===== src/sv/vpaq_pkg.sv =====
`timescale 1ns / 1ps
// Shared types, codes and constants of the voice packet admission queue.
// No dependencies; imported by the top, the controller and the checker.
package vpaq_pkg;

    // Fixed field widths
    localparam int HANDLE_W = 8;
    localparam int LEN_W    = 12;
    localparam int TID_W    = 8;
    localparam int LEVEL_W  = 16;
    localparam int THRESH_W = 18;

    // Defaults and limits
    localparam int C_QUEUE_DEPTH     = 64;
    localparam int C_MAX_PACKET_BYTES = 2048;
    localparam logic signed [LEVEL_W-1:0] C_LEVEL_MINUS_INF = 16'sh8000;

    // Operation codes of an input beat
    typedef enum logic [1:0] {
        MODE_ENQ  = 2'd0,
        MODE_DEQ  = 2'd1,
        MODE_PEEK = 2'd2,
        MODE_EOT  = 2'd3
    } t_mode;

    // Result status codes
    typedef enum logic [1:0] {
        STAT_OK    = 2'd0,
        STAT_DROP  = 2'd1,
        STAT_EMPTY = 2'd2,
        STAT_FULL  = 2'd3
    } t_status;

    // Controller states
    typedef enum logic {
        ST_IDLE = 1'b0,
        ST_EXEC = 1'b1
    } t_state;

    // One result beat
    typedef struct packed {
        t_status             status;
        logic [HANDLE_W-1:0] head_handle;
        logic [LEN_W-1:0]    head_length;
        logic                not_empty;
        logic                filled;
    } t_result;

endpackage


===== src/sv/voice_packet_admission_queue.sv =====
`timescale 1ns / 1ps
// Voice packet admission queue, top level: threshold register, controller
// and output register. Uses vpaq_pkg, vpaq_ctrl and vpaq_desc_ram.
//
// Usage:
//   Input channel (i_in_valid / o_in_stall) carries one command beat:
//   enqueue, dequeue, peek head or end of transmission. Every command
//   yields exactly one result beat on the output channel
//   (o_out_valid / i_out_stall).
//   Configuration channel (i_cfg_valid / o_cfg_ready) writes the fill
//   threshold; it is always ready. Write it only while the queue is idle.
// Sequencing:
//   The head descriptor read is issued at the accepting edge and the beat
//   is resolved in the following cycle; its result is registered in the
//   output register when it commits, and no new beat is taken until then.
//   The registered read of the descriptor memory sets this sequence.
// Reset:
//   Synchronous, active low. Queue becomes empty, byte total zero, current
//   level minus infinity, threshold zero. Memory contents are not cleared.
// Stall:
//   A stalled result stays in the output register unchanged; the next beat
//   may still be accepted and resolved, then waits until the register frees.
module voice_packet_admission_queue
    import vpaq_pkg::*;
#(
    parameter int QUEUE_DEPTH = C_QUEUE_DEPTH
) (
    input  logic                      i_clk,
    input  logic                      i_rst_n,
    // input channel
    input  logic                      i_in_valid,
    output logic                      o_in_stall,
    input  logic [1:0]                i_mode,
    input  logic [HANDLE_W-1:0]       i_buffer_handle,
    input  logic [LEN_W-1:0]          i_packet_length,
    input  logic [TID_W-1:0]          i_transmission_id,
    input  logic signed [LEVEL_W-1:0] i_signal_level,
    // configuration channel
    input  logic                      i_cfg_valid,
    output logic                      o_cfg_ready,
    input  logic [THRESH_W-1:0]       i_cfg_data,
    // output channel
    output logic                      o_out_valid,
    input  logic                      i_out_stall,
    output logic [1:0]                o_status,
    output logic [HANDLE_W-1:0]       o_head_handle,
    output logic [LEN_W-1:0]          o_head_length,
    output logic                      o_not_empty,
    output logic                      o_filled
);

    logic [THRESH_W-1:0] r_threshold;
    logic                r_out_valid;
    t_result             r_out;
    logic                res_valid;
    logic                res_ready;
    t_result             res;

    // Threshold register
    assign o_cfg_ready = 1'b1;

    always_ff @(posedge i_clk) begin
        if (!i_rst_n) begin
            r_threshold <= '0;
        end else if (i_cfg_valid) begin
            r_threshold <= i_cfg_data;
        end
    end

    vpaq_ctrl #(
        .QUEUE_DEPTH (QUEUE_DEPTH)
    ) u_ctrl (
        .i_clk             (i_clk),
        .i_rst_n           (i_rst_n),
        .i_in_valid        (i_in_valid),
        .o_in_stall        (o_in_stall),
        .i_mode            (i_mode),
        .i_buffer_handle   (i_buffer_handle),
        .i_packet_length   (i_packet_length),
        .i_transmission_id (i_transmission_id),
        .i_signal_level    (i_signal_level),
        .i_threshold       (r_threshold),
        .o_res_valid       (res_valid),
        .i_res_ready       (res_ready),
        .o_res             (res)
    );

    // Output register: load when empty or being drained
    assign res_ready = !r_out_valid || !i_out_stall;

    always_ff @(posedge i_clk) begin
        if (!i_rst_n) begin
            r_out_valid <= 1'b0;
        end else if (res_ready) begin
            r_out_valid <= res_valid;
        end
    end

    always_ff @(posedge i_clk) begin
        if (res_ready && res_valid) begin
            r_out <= res;
        end
    end

    assign o_out_valid   = r_out_valid;
    assign o_status      = r_out.status;
    assign o_head_handle = r_out.head_handle;
    assign o_head_length = r_out.head_length;
    assign o_not_empty   = r_out.not_empty;
    assign o_filled      = r_out.filled;

endmodule


===== src/sv/vpaq_desc_ram.sv =====
`timescale 1ns / 1ps
// Descriptor memory: one write port, one read port, registered read data.
// Depends on nothing but its parameters.
module vpaq_desc_ram #(
    parameter int DEPTH = 64,
    parameter int WIDTH = 20
) (
    input  logic                     i_clk,
    input  logic                     i_we,
    input  logic [$clog2(DEPTH)-1:0] i_waddr,
    input  logic [WIDTH-1:0]         i_wdata,
    input  logic                     i_re,
    input  logic [$clog2(DEPTH)-1:0] i_raddr,
    output logic [WIDTH-1:0]         o_rdata
);

    logic [WIDTH-1:0] r_mem [DEPTH];
    logic [WIDTH-1:0] r_rdata;

    // Write port
    always_ff @(posedge i_clk) begin
        if (i_we) begin
            r_mem[i_waddr] <= i_wdata;
        end
    end

    // Read port with registered read data
    always_ff @(posedge i_clk) begin
        if (i_re) begin
            r_rdata <= r_mem[i_raddr];
        end
    end

    assign o_rdata = r_rdata;

endmodule


===== src/sv/vpaq_ctrl.sv =====
`timescale 1ns / 1ps
// Queue controller: pointers, count, byte total, admission state and the
// read-modify-write sequence over the descriptor memory. Uses vpaq_pkg.
module vpaq_ctrl
    import vpaq_pkg::*;
#(
    parameter int QUEUE_DEPTH = C_QUEUE_DEPTH
) (
    input  logic                       i_clk,
    input  logic                       i_rst_n,
    // input beats
    input  logic                       i_in_valid,
    output logic                       o_in_stall,
    input  logic [1:0]                 i_mode,
    input  logic [HANDLE_W-1:0]        i_buffer_handle,
    input  logic [LEN_W-1:0]           i_packet_length,
    input  logic [TID_W-1:0]           i_transmission_id,
    input  logic signed [LEVEL_W-1:0]  i_signal_level,
    // threshold register
    input  logic [THRESH_W-1:0]        i_threshold,
    // result toward the output stage
    output logic                       o_res_valid,
    input  logic                       i_res_ready,
    output t_result                    o_res
);

    localparam int PTR_W   = $clog2(QUEUE_DEPTH);
    localparam int CNT_W   = $clog2(QUEUE_DEPTH + 1);
    localparam int TOTAL_W = $clog2(QUEUE_DEPTH * C_MAX_PACKET_BYTES + 1);
    localparam int CMP_W   = (TOTAL_W > THRESH_W) ? TOTAL_W : THRESH_W;
    localparam int DATA_W  = HANDLE_W + LEN_W;

    t_state                      r_state, n_state;
    logic [PTR_W-1:0]            r_head, n_head;
    logic [PTR_W-1:0]            r_tail, n_tail;
    logic [CNT_W-1:0]            r_count, n_count;
    logic [TOTAL_W-1:0]          r_total, n_total;
    logic [TID_W-1:0]            r_cur_tid, n_cur_tid;
    logic signed [LEVEL_W-1:0]   r_cur_level, n_cur_level;

    // latched item
    t_mode                       r_mode;
    logic [HANDLE_W-1:0]         r_handle;
    logic [LEN_W-1:0]            r_len;
    logic [TID_W-1:0]            r_tid;
    logic signed [LEVEL_W-1:0]   r_level;

    logic                        accept;
    logic                        commit;
    logic                        mem_we;
    logic [DATA_W-1:0]           mem_rdata;
    logic [HANDLE_W-1:0]         rd_handle;
    logic [LEN_W-1:0]            rd_len;
    logic [LEN_W-1:0]            sat_len;
    t_result                     res;

    assign accept     = i_in_valid && (r_state == ST_IDLE);
    assign o_in_stall = (r_state != ST_IDLE);
    assign commit     = (r_state == ST_EXEC) && i_res_ready;

    // Saturate oversize packets before they are stored
    assign sat_len = (i_packet_length > LEN_W'(C_MAX_PACKET_BYTES))
                     ? LEN_W'(C_MAX_PACKET_BYTES) : i_packet_length;

    // Descriptor memory: head read issued at accept, tail write at commit
    vpaq_desc_ram #(
        .DEPTH (QUEUE_DEPTH),
        .WIDTH (DATA_W)
    ) u_ram (
        .i_clk   (i_clk),
        .i_we    (mem_we && commit),
        .i_waddr (r_tail),
        .i_wdata ({r_handle, r_len}),
        .i_re    (accept),
        .i_raddr (r_head),
        .o_rdata (mem_rdata)
    );

    assign rd_handle = mem_rdata[DATA_W-1:LEN_W];
    assign rd_len    = mem_rdata[LEN_W-1:0];

    // State register and queue bookkeeping
    always_ff @(posedge i_clk) begin
        if (!i_rst_n) begin
            r_state     <= ST_IDLE;
            r_head      <= '0;
            r_tail      <= '0;
            r_count     <= '0;
            r_total     <= '0;
            r_cur_tid   <= '0;
            r_cur_level <= C_LEVEL_MINUS_INF;
        end else begin
            r_state <= n_state;
            if (commit) begin
                r_head      <= n_head;
                r_tail      <= n_tail;
                r_count     <= n_count;
                r_total     <= n_total;
                r_cur_tid   <= n_cur_tid;
                r_cur_level <= n_cur_level;
            end
        end
    end

    // Hold the accepted item
    always_ff @(posedge i_clk) begin
        if (accept) begin
            r_mode   <= t_mode'(i_mode);
            r_handle <= i_buffer_handle;
            r_len    <= sat_len;
            r_tid    <= i_transmission_id;
            r_level  <= i_signal_level;
        end
    end

    // Next state, admission rule and result
    always_comb begin
        n_state     = r_state;
        n_head      = r_head;
        n_tail      = r_tail;
        n_count     = r_count;
        n_total     = r_total;
        n_cur_tid   = r_cur_tid;
        n_cur_level = r_cur_level;
        mem_we      = 1'b0;
        res         = '0;
        res.status  = STAT_OK;

        unique case (r_state)
            ST_IDLE: begin
                if (accept) begin
                    n_state = ST_EXEC;
                end
            end
            ST_EXEC: begin
                if (i_res_ready) begin
                    n_state = ST_IDLE;
                end
            end
            default: n_state = ST_IDLE;
        endcase

        unique case (r_mode)
            MODE_ENQ: begin
                if ((r_count != '0) && (r_tid != r_cur_tid) && (r_level < r_cur_level)) begin
                    res.status      = STAT_DROP;
                    res.head_handle = r_handle;
                end else if (r_count == CNT_W'(QUEUE_DEPTH)) begin
                    res.status      = STAT_FULL;
                    res.head_handle = r_handle;
                end else begin
                    mem_we      = 1'b1;
                    n_cur_tid   = r_tid;
                    n_cur_level = r_level;
                    n_tail      = (r_tail == PTR_W'(QUEUE_DEPTH - 1)) ? '0 : r_tail + 1'b1;
                    n_count     = r_count + 1'b1;
                    n_total     = r_total + TOTAL_W'(r_len);
                end
            end
            MODE_DEQ, MODE_PEEK: begin
                if (r_count == '0) begin
                    res.status = STAT_EMPTY;
                end else begin
                    res.head_handle = rd_handle;
                    res.head_length = rd_len;
                    if (r_mode == MODE_DEQ) begin
                        n_head  = (r_head == PTR_W'(QUEUE_DEPTH - 1)) ? '0 : r_head + 1'b1;
                        n_count = r_count - 1'b1;
                        n_total = r_total - TOTAL_W'(rd_len);
                    end
                end
            end
            MODE_EOT: begin
                if (r_tid == r_cur_tid) begin
                    n_cur_level = C_LEVEL_MINUS_INF;
                end
            end
            default: ;
        endcase

        res.not_empty = (n_count != '0);
        res.filled    = (n_count != '0) && (CMP_W'(n_total) >= CMP_W'(i_threshold));
    end

    assign o_res_valid = (r_state == ST_EXEC);
    assign o_res       = res;

endmodule


===== config.mk =====
export PLATFORM = sky130hd
export DESIGN_NAME = voice_packet_admission_queue
export DESIGN_NICKNAME = d
export VERILOG_FILES = /design/src/sv/vpaq_pkg.sv /design/src/sv/voice_packet_admission_queue.sv /design/src/sv/vpaq_desc_ram.sv /design/src/sv/vpaq_ctrl.sv
export SDC_FILE = /design/constraint.sdc
export NUM_CORES = 2
export LEC_CHECK = 0
export ABC_AREA = 1
export ABC_CLOCK_PERIOD_IN_PS = 5600
export BUFFER_PORTS_ARGS = -buffer_cell sky130_fd_sc_hd__buf_2
export CORE_MARGIN = 4
export CORE_UTILIZATION = 50
export CTS_BUF_LIST = sky130_fd_sc_hd__clkbuf_4 sky130_fd_sc_hd__clkbuf_8 sky130_fd_sc_hd__clkbuf_16
export DETAILED_ROUTE_END_ITERATION = 10
export GPL_TIMING_DRIVEN = 1
export PLACE_DENSITY = 0.66
export SLEW_MARGIN = 15
export SYNTH_ARGS = -nofsm -noshare
export SYNTH_HDL_FRONTEND = slang
export SYNTH_SLANG_ARGS = --single-unit

===== constraint.sdc =====
create_clock -name i_clk -period 5.6 [get_ports i_clk]
set_clock_uncertainty 0.15 [all_clocks]
set_input_delay 0.56 -clock i_clk [delete_from_list [all_inputs] [get_ports i_clk]]
set_output_delay 0.56 -clock i_clk [all_outputs]
set_load 0.005 [all_outputs]

==> results.sh <==
export IMPL_power_density_nw_per_um2=337
export IMPL_yosysWarnings=0
export IMPL_path_delay_family="simple AND/OR/NAND/NOR gates"
export IMPL_path_class="reg -> reg"
export IMPL_drive_above_1_share_pct=11.3
export IMPL_synth_seq_area_share_pct=72.2
export IMPL_critical_path_arrival_ps=4640
export IMPL_p_clk_share_pct=41.9
export IMPL_synth_edf_count=1370
export IMPL_pin_count=96
export IMPL_first_iter_violations=5731
export IMPL_syn_area_um2=59200
export IMPL_final_antenna_net_count=0
export IMPL_syn_nets=4894
export IMPL_htreeDepth=4
export IMPL_grt_overflow=0
export IMPL_irDropWorstVdd_mv=0.225
export IMPL_avgSynthCellArea_um2=12.4
export IMPL_cts_buffers=148
export IMPL_fp_dieW_um=352
export IMPL_die_h_um=352
export IMPL_rsz0062_at_grt="no"
export IMPL_nets=5032
export IMPL_grt_max_degree=155
export IMPL_cp_cell_sequence="ha_1, a21oi_1, o21ai_1, nor2_1, nand3_2, nand3_4, nand2_8, nor2_8, nand2_8, inv_6, nand4_2, nor2_2, buf_4"
export IMPL_start_util_pct=50.3
export IMPL_mostFrequentLayoutCells="edfxtp_1 (1370), nor2_1 (717), o21ai_0 (705)"
export IMPL_clk_latency_ps=750
export IMPL_place_gp_congestion=0.931
export IMPL_fmax_mhz=228
export IMPL_p_leak_nw=22.6
export IMPL_switching_power_mw=4.88
export IMPL_max_cap_violations=0
export IMPL_grt_usage_pct=26.4
export IMPL_cts_root_buf="clkbuf_16"
export IMPL_status="completed"
export IMPL_cts_clk_slew_worst_paths_ps=60
export IMPL_routed_wl_mm=168
export IMPL_vias=40120
export IMPL_post_cts_setup_buffers=0
export IMPL_fin_crit_sh_pct=78.2
export IMPL_pre_cts_ws_ps=1360
export IMPL_finalHoldViolations=0
export IMPL_portBuffers=94
export IMPL_slowest_delay_ps=650
export IMPL_hpwl_mm=97.7
export IMPL_seqPwrFrac_pct=53.2
export IMPL_fin_setup_tns_ps=0
export IMPL_power_frac_comb_pct=4.8
export IMPL_setup_viol=0
export IMPL_final_common_cell="edfxtp_1"
export IMPL_synth_ff_type="edfxtp_1"
export IMPL_synthCells=4759
export IMPL_startpoint_type="flip-flop"
export IMPL_min_period_ps=4380
export IMPL_synth_seq_cells=1451
export IMPL_syn_to_final_growth_pct=13.2
export IMPL_grt_pass1_vias=37824
export IMPL_route_detailed_wl_per_inst_um=25.6
export IMPL_num_rows=126
export IMPL_fin_ws_ps=1220
export IMPL_max_slew_margin_pct=11.0
export IMPL_synth_distinct_cells=59
export IMPL_core_area_um2=118000
export IMPL_grt_pass1_wl_mm=248
export IMPL_antenna_found_initial=2
export IMPL_hp_class="in -> reg"
export IMPL_cts_tree="yes"
export IMPL_clock_path_buffers=3
export IMPL_async_flop_share_pct=0
export IMPL_cts_sinks=1451
export IMPL_worstPathRequired_ps=5860
export IMPL_cp_slowest_cell="nand4_2"
export IMPL_worstMarginPinSlew_ps=1330
export IMPL_intPower_mw=17.7
export IMPL_first_pass_iters=8
export IMPL_drc=0
export IMPL_dieArea_um2=124000
export IMPL_slew_violations=0
export IMPL_crit_top_cell="nand2_8"
export IMPL_cp_num_buf_inv=2
export IMPL_switching_share_pct=21.6
export IMPL_vias_per_cell=6.13
export IMPL_path_max_fanout=20
export IMPL_endpoint_kind="flip-flop"
-- registers in the layout, indices dropped and copies added, names as in the netlist, 2 cells and up --
signal / count
u_ctrl.r_head: 6
u_ctrl.r_level: 16
u_ctrl.r_handle: 8
u_ctrl.u_ram.r_mem: 1280
u_ctrl.r_len: 12
r_threshold: 18
u_ctrl.r_mode: 2
u_ctrl.r_tail: 6
o_head_length: 12
u_ctrl.r_total: 18
u_ctrl.r_tid: 8
o_status: 2
u_ctrl.r_count: 7
u_ctrl.u_ram.o_rdata: 20
o_head_handle: 8
u_ctrl.r_cur_level: 16
u_ctrl.r_cur_tid: 8
-- synthesized netlist by cell type (7+ instances only) --
library cell | count | area [um^2]
nor2_1 | 779 | 2920
o21ai_0 | 705 | 3530
buf_2 | 41 | 205
a21oi_1 | 131 | 656
nand2_1 | 425 | 1600
nand3_2 | 7 | 70.1
buf_1 | 17 | 63.8
clkbuf_1 | 238 | 893
edfxtp_1 | 1370 | 41100
dfxtp_1 | 81 | 1620
o211ai_1 | 46 | 345
a221o_1 | 8 | 80.1
nor3_1 | 13 | 65.1
o21ai_1 | 10 | 50.1
o22ai_1 | 204 | 1280
xor2_1 | 20 | 175
nand3_1 | 141 | 706
nand4_1 | 46 | 288
inv_1 | 159 | 597
a32o_1 | 10 | 100
o221ai_1 | 123 | 1080
a31oi_1 | 27 | 169
xnor2_1 | 13 | 114
ha_1 | 64 | 801
-- metal layers --
| layer | vias up | global-route usage (%) | part of all wire [%] |
|---|---|---|---|
| met5 | - | 0 | 0 |
| met4 | 0 | 9.44 | 3.7 |
| met3 | 297 | 4.15 | 9.5 |
| met2 | 2119 | 41.0 | 46 |
| met1 | 19827 | 38.1 | 41 |
| li1 | 17877 | - | - |
-- worst min-delay path: cells and delay by family --
family        cells  cell delay, ps
buf+inv           2             120
simple gates      1             150
-- cell type report --
cell class              instances  area, um^2
diodes                          1        2.50
clock buffers                 195        4140
clock inverters                66         514
fillers                      9443       50700
inverters                     171         663
multi-input cells            2835       14800
flip-flops and latches       1451       42800
well taps                    1536        1920
repair buffers                290        2240
-- stage by stage --
step / std cells / hold slack (ps) / util, % / power (mW) / instance area (um^2)
finish: 6545 / 88.2 / 56.9 / 22.6 / 67000
global route: 6544 / 54.4 / 56.9 / 23.3 / 67000
CTS: 6544 / 27.8 / 56.9 / 22.7 / 67000
detailed placement: 6227 / 308 / 52.5 / 13.3 / 61800
global placement: 6226 / 303 / 52.5 / 13.3 / 61800
floorplan: 4759 / 285 / - / 12.9 / 59200
-- cell families after synthesis --
family | Yosys count | synth area share (%)
simple gates | 1445 | 10.1
buf+inv | 473 | 3.16
compound gates | 1290 | 12.6
flops | 1451 | 72.2
other cells | 1 | 0.00633
xor+xnor | 33 | 0.488
fa+ha+maj | 66 | 1.42
-- final timing paths --
kind,startpoint,end,slack (ps),depth (start not counted)
setup / recovery,u_ctrl.r_level[15]$_DFFE_PP_,u_ctrl.u_ram.r_mem[21][18]$_DFFE_PP_,1220,13
hold / removal,i_packet_length[1],u_ctrl.r_len[1]$_SDFFCE_PN0P_,90,3
setup reg to reg,u_ctrl.r_level[15]$_DFFE_PP_,u_ctrl.u_ram.r_mem[21][18]$_DFFE_PP_,1220,13
hold reg to reg,r_threshold[8]$_SDFFE_PN0P_,r_threshold[8]$_SDFFE_PN0P_,320,2
-- power by group through the flow --
stage	combinational (mW)	sequential, mW	clock, mW
floorplan	0.535	12.3	0
global placement	1.03	12.3	0
detailed placement	1.05	12.3	0
CTS	1.08	12.0	9.59
global route	1.19	12.0	10.1
finish	1.09	12.0	9.48
-- timing repair --
action,CTS,global route
setup endpoints to repair,0,0
hold buffers,56,0
endpoints found under the hold margin,55,0
gates resized for setup,0,0
No activity file was read; power rests on OpenSTA's default activity.
